==> src/nearest_palette_color_top_macros.svh <==
// ----------------------------------------------------------------------------
// nearest_palette_color_top_macros.svh
// Assertion macros shared by the nearest palette color modules.
// ----------------------------------------------------------------------------
`ifndef NEAREST_PALETTE_COLOR_TOP_MACROS_SVH
`define NEAREST_PALETTE_COLOR_TOP_MACROS_SVH

// Same-cycle implication, sampled on clock, off during reset
`define NPC_ASSERT_NOW(name, ante, cons, msg) \
   name: assert property (@(posedge clock) disable iff (reset) (ante) |-> (cons)) \
      else $error(msg);

// Next-cycle implication, sampled on clock, off during reset
`define NPC_ASSERT_NEXT(name, ante, cons, msg) \
   name: assert property (@(posedge clock) disable iff (reset) (ante) |=> (cons)) \
      else $error(msg);

`endif

==> src/npc_pkg.sv <==
// ----------------------------------------------------------------------------
// npc_pkg
// Types and constants shared by the nearest palette color search block.
// ----------------------------------------------------------------------------
package npc_pkg;

   // Field widths
   localparam int COLOR_W = 6;
   localparam int INDEX_W = 8;
   localparam int ENTRY_W = 3 * COLOR_W;
   localparam int SQ_W    = 2 * COLOR_W;
   localparam int DIST_W  = 25;

   // Palette size default
   localparam int PALETTE_ENTRIES_DEF = 256;

   // Channel weights (squares of 30, 59 and 11)
   localparam int WEIGHT_RED   = 900;
   localparam int WEIGHT_GREEN = 3481;
   localparam int WEIGHT_BLUE  = 121;

   // Transparent pink query color
   localparam logic [COLOR_W-1:0] PINK_RED   = 6'd63;
   localparam logic [COLOR_W-1:0] PINK_GREEN = 6'd0;
   localparam logic [COLOR_W-1:0] PINK_BLUE  = 6'd63;

   // Action codes
   localparam logic ACTION_WRITE = 1'b0;
   localparam logic ACTION_QUERY = 1'b1;

   // Controller to datapath commands
   typedef struct packed {
      logic write;    // store the request word in the palette
      logic load;     // capture a query and rewind the scan
      logic issue;    // read the next palette entry into the pipe
      logic finish;   // move the best index to the output register
   } cmd_type;

   // Datapath to controller status
   typedef struct packed {
      logic issue_last;   // the scan address is the last entry
      logic pipe_busy;    // some entry is still in the distance pipe
   } sts_type;

endpackage

==> src/npc_ctrl.sv <==
// ----------------------------------------------------------------------------
// npc_ctrl
// Handshake and sequencing controller for the nearest palette color search.
// ----------------------------------------------------------------------------
module npc_ctrl
   import npc_pkg::*;
(
   input  logic    clock,
   input  logic    reset,
   input  logic    req_valid,
   input  logic    req_action,
   output logic    req_stall,
   output logic    rsp_valid,
   input  logic    rsp_stall,
   output cmd_type cmd,
   input  sts_type sts
);

   localparam logic [1:0] ST_IDLE  = 2'd0;
   localparam logic [1:0] ST_SCAN  = 2'd1;
   localparam logic [1:0] ST_DRAIN = 2'd2;

   logic [1:0] state_ff, state_in;
   logic       rsp_valid_ff, rsp_valid_in;
   logic       req_acc;

   assign req_stall = (state_ff != ST_IDLE);
   assign req_acc   = req_valid && !req_stall;

   // Next state and commands
   always_comb begin
      state_in   = state_ff;
      cmd        = '0;
      cmd.write  = req_acc && (req_action == ACTION_WRITE);
      cmd.load   = req_acc && (req_action == ACTION_QUERY);
      case (state_ff)
         ST_IDLE: begin
            if (cmd.load) begin
               state_in = ST_SCAN;
            end
         end
         ST_SCAN: begin
            cmd.issue = 1'b1;
            if (sts.issue_last) begin
               state_in = ST_DRAIN;
            end
         end
         ST_DRAIN: begin
            if (!sts.pipe_busy && (!rsp_valid_ff || !rsp_stall)) begin
               cmd.finish = 1'b1;
               state_in   = ST_IDLE;
            end
         end
         default: begin
            state_in = ST_IDLE;
         end
      endcase
   end

   // Hold the result word until taken
   assign rsp_valid_in = cmd.finish || (rsp_valid_ff && rsp_stall);

   always_ff @(posedge clock) begin
      if (reset) begin
         state_ff     <= ST_IDLE;
         rsp_valid_ff <= 1'b0;
      end else begin
         state_ff     <= state_in;
         rsp_valid_ff <= rsp_valid_in;
      end
   end

   assign rsp_valid = rsp_valid_ff;

`include "nearest_palette_color_top_macros.svh"

   `NPC_ASSERT_NEXT(a_query_scans, cmd.load, state_ff == ST_SCAN, "query did not start scan")
   `NPC_ASSERT_NEXT(a_finish_shows, cmd.finish, rsp_valid_ff && (state_ff == ST_IDLE), "result lost")
   `NPC_ASSERT_NOW(a_write_quiet, cmd.write, !sts.pipe_busy, "write during search")

endmodule

==> config.mk <==
export PLATFORM = sky130hd
export DESIGN_NAME = npc_ctrl
export DESIGN_NICKNAME = d
export VERILOG_FILES = /design/src/npc_pkg.sv /design/src/npc_ctrl.sv
export VERILOG_INCLUDE_DIRS = /design/src /design/src/src
export SDC_FILE = /design/constraint.sdc
export NUM_CORES = 1
export LEC_CHECK = 0
export BUFFER_PORTS_ARGS = -buffer_cell sky130_fd_sc_hd__buf_4
export CAP_MARGIN = 10
export CORE_AREA = 2 2 39 41
export DETAILED_ROUTE_END_ITERATION = 12
export DIE_AREA = 0 0 41 43
export PLACE_DENSITY_LB_ADDON = 0.2
export SETUP_SLACK_MARGIN = 0.4
export SLEW_MARGIN = 20
export SYNTH_ARGS = -nofsm -noshare
export SYNTH_HDL_FRONTEND = slang
export SYNTH_SLANG_ARGS = --single-unit
==> constraint.sdc <==
create_clock -name clock -period 1.02 [get_ports clock]
set_input_delay 0.051 -clock clock [delete_from_list [all_inputs] [get_ports clock]]
set_output_delay 0.051 -clock clock [all_outputs]
set_load 0.02 [all_outputs]
# [Word-level counts from Yosys, hierarchy flattened]
# Cells that the tools add are included.
[totals] regBits=3 input_bits=7
[classes] n_bitwise=1 n_reduce_logical=14 n_eq_ne=5 muxes=7
[ops] cell="two-way mux 2 bit" n=3
[ops] cell="inequality test 2 bit, second input constant" n=3
[ops] cell="case mux 2 bit (3 select lines)" n=1
[ops] cell="logical AND 1 bit" n=5
[ops] cell="logical NOT 1 bit" n=4
[ops] cell="two-way mux 1 bit" n=3
[ops] cell="AND reduction 3 bit" n=1
[ops] cell="== test 2 x 1 -> 1 bit, second input constant" n=1
[ops] cell="== test 2 bit, second input constant" n=1
[ops] cell="logical NOT 2 bit" n=1
[ops] cell="logical OR 1 bit" n=2
[ops] cell="nonzero test 2 bit" n=1
[ops] cell="NOT 1 bit" n=1

# [Depth between registers and ports, before layout]
[depth] depth_word=6 ltp_mapped=2

# [Worst setup path after synthesis]
# Ideal clock, no wire load.
[synth_timing] path_kind="reg-to-output" from="register state_ff[1]" to="output port cmd[3] in the netlist's numbering" path_stages_with_launch=3 t_arrival_ns=1.198 n_path_buf=0 setup_slack_ns=-0.229 path_cell_list="dfxtp_1 -> or2_1 -> nor3b_1"
[synth_lines] element="from (decl)" line="npc_ctrl.sv:23" text="logic [1:0] state_ff, state_in;"
[synth_lines] element="from (signal assigned)" line="npc_ctrl.sv:68" text="state_ff <= state_in;"
[synth_lines] element="to (decl)" line="npc_ctrl.sv:15" text="output cmd_type cmd,"

==> qor.csv <==
metric;value;unit
grt_pass1_vias;251;
rsz0062_at_grt;yes;
synthesis.area;178.9;um^2
min_period_over_period;1.234;
viasPerCell;4.035;
criticalPathCategory;register to output port;
die_area;1763;um^2
slew_violations;0;
place_ws;-0.01495;ns
reg2reg_slack;-0.21;ns
crit_required;0.97;ns
dieHeight;43;um
timing_hold_violations_final;1;
postSynthAreaPerCell;9.417;um^2
io_buffers;12;
setup_viol;5;
leakage;0.1909;nW
dr.pass1.iters;1;
synth_top_cell_area_share;0.3357;
ant_nets;0;
slew_headroom;0.8478;
post-dp-hpwl;423;um
fmax;794.8;MHz
yosysSeqAreaShare;0.3357;
arrival;1.21;ns
post_drt_wl_per_cell;9.807;um
synth_fp_nets;26;
slowest_delay;0.40;ns
cts.clk_slew.worst_paths;0.04;ns
synth_cell_types;16;
die_x;41;um
antenna_found_initial;0;
root_buffer;clkbuf_4;
synth.area.top_cells;dfxtp_1 (34%), and4bb_2 (7.0%), nand4bb_1 (6.3%);
stdcell_count;57;
grt_pass1_wl;993;um
wirelength;559;um
min_path_type;input port to register;
startpoint_type;register;
synth_seq_cells;3;
cp_cell_sequence;or3b_4, a21oi_4, buf_6;
yosysTopAreaCell;dfxtp_1;
area_delta_synth_final;150.3;%
clockBufferDepth;2;
path_buf_inv;1;
path_max_fanout;3;
cp_slowest_cell;or3b_4;
finalNetCount;49;
grt_max_degree;5;
hold_slack;-0.002599;ns
ir_drop;0.0004087;V
num_antenna_cells;0;
maxCapViolCount;0;
insertion_delay;0.23;ns
initial_core_util;0.1293;
violations;negative hold slack, negative setup slack;
drtIter0Drc;0;
htree_num_levels;1;
layout-drive-gt1-share;0.8537;
cts_made_buffers;3;
status;finished, violations left;
fillCellCount;147;
grtUsageTotal;0.08208;
synthCells;19;
drc;0;
p_per_area;1027;nW/um^2
grt_overflow;0;
worst_slack;-0.2382;ns
worst_slew_pin_slew;0.2258;ns
num_vias;230;
dp.cells;49;
cts_tree;built;
globalplace.congestion;0.6469;
ys_warn_count;0;
skew;0.001348;ns
core;1384;um^2
ios;13;
cp-end-kind;output port;
critical-path-top-delay-family;simple AND/OR/NAND/NOR gates;
clkSinkCount;3;
fin_crit;1.258;ns
num_rows;14;
finalSetupTns;-0.9648;ns
-- placed cells by master (no fill, tap or decap) --
cell       count
clkbuf_1       1
a211oi_2       1
nor3b_4        1
nand4bb_1      1
clkbuf_4       3
and4bb_2       1
nand3b_1       1
buf_4          9
dfxtp_4        1
nand2_1        1
and2b_2        1
or3b_4         1
o41ai_2        1
dfxtp_2        2
inv_1          1
a21oi_4        1
buf_6         10
a21oi_2        2
nand2b_1       1
or2_4          1
-- synth_stat cells --
library cell and number:
or2_1 1, dfxtp_1 3, nor3b_1 1, buf_4 1
a21oi_1 2, and4bb_2 1, nand3b_1 1, nand2_1 1
a21oi_2 1, inv_1 1, o41ai_1 1, nand2b_1 1
and2b_2 1, a211oi_1 1, nand4bb_1 1, or3b_1 1
-- worst paths after layout --
path | startpoint | to | cells past startpoint
worst min-delay path | reset | rsp_valid | 2
worst max register to register | state_ff[1] | rsp_valid | 5
worst min register to register | rsp_valid | rsp_valid | 2
worst max-delay path | state_ff[1] | cmd[0] | 3
-- metal layers --
metal,wire length (um),vias up,track usage
met5,0,-,0
met4,0,0,0.04000
met3,47,0,0.03665
met2,258,7,0.1063
met1,254,108,0.1115
li1,-,115,-
-- layout make-up --
cell class / instances / area, um^2 / share of cell area
clock buffer: 4 / 26.28 / 0.05866
inverter: 1 / 3.754 / 0.008380
multi-input combinational: 14 / 151.4 / 0.3380
sequential: 3 / 66.31 / 0.1480
tap: 16 / 20.02 / 0.04469
timing repair buffer: 19 / 180.2 / 0.4022
-- timing repair --
| action | 4_1_cts | 5_1_grt |
|---|---|---|
| pin swaps | 3 | 0 |
| setup buffers | 4 | 0 |
| gates cloned | 0 | 0 |
| setup endpoints to repair | 9 | 9 |
| hold endpoints to repair | 1 | 1 |
| resized for setup | 12 | 0 |
-- per-stage QoR --
step	power [mW]	utilization	cell area, um^2
2_1_floorplan	0.1770	-	220.2
3_3_place_gp	0.2273	0.2468	341.6
3_5_place_dp	0.2281	0.2468	341.6
4_1_cts	0.4701	0.3237	447.9
5_1_grt	0.4904	0.3237	447.9
6_report	0.4600	0.3237	447.9
-- logic make-up after synthesis --
logic type             count (synthesis)  share of synthesized area
and+or+nand+nor                        9                     0.4057
DFF                                    3                     0.3357
buffers and inverters                  2                    0.06293
AOI/OAI and AO/OA                      5                     0.1958
-- sequential cells by signal, indices dropped and copies added, names as in the netlist --
name / count
state_ff: 2
rsp_valid: 1
-- report_power, final --
group / internal (mW) / switching [mW]
Clock: 0.147 / 0.0664
Combinational: 0.0712 / 0.0504
Sequential: 0.120 / 0.00470
-- worst register-to-register path: cells and delay by family (launching register included) --
kind / cells / cell delay (ns)
and+or+nand+nor: 1 / 0.40
AOI/OAI and AO/OA: 1 / 0.09
buffers and inverters: 3 / 0.35
DFF: 1 / 0.33
Power figures use the tool's default switching activity.
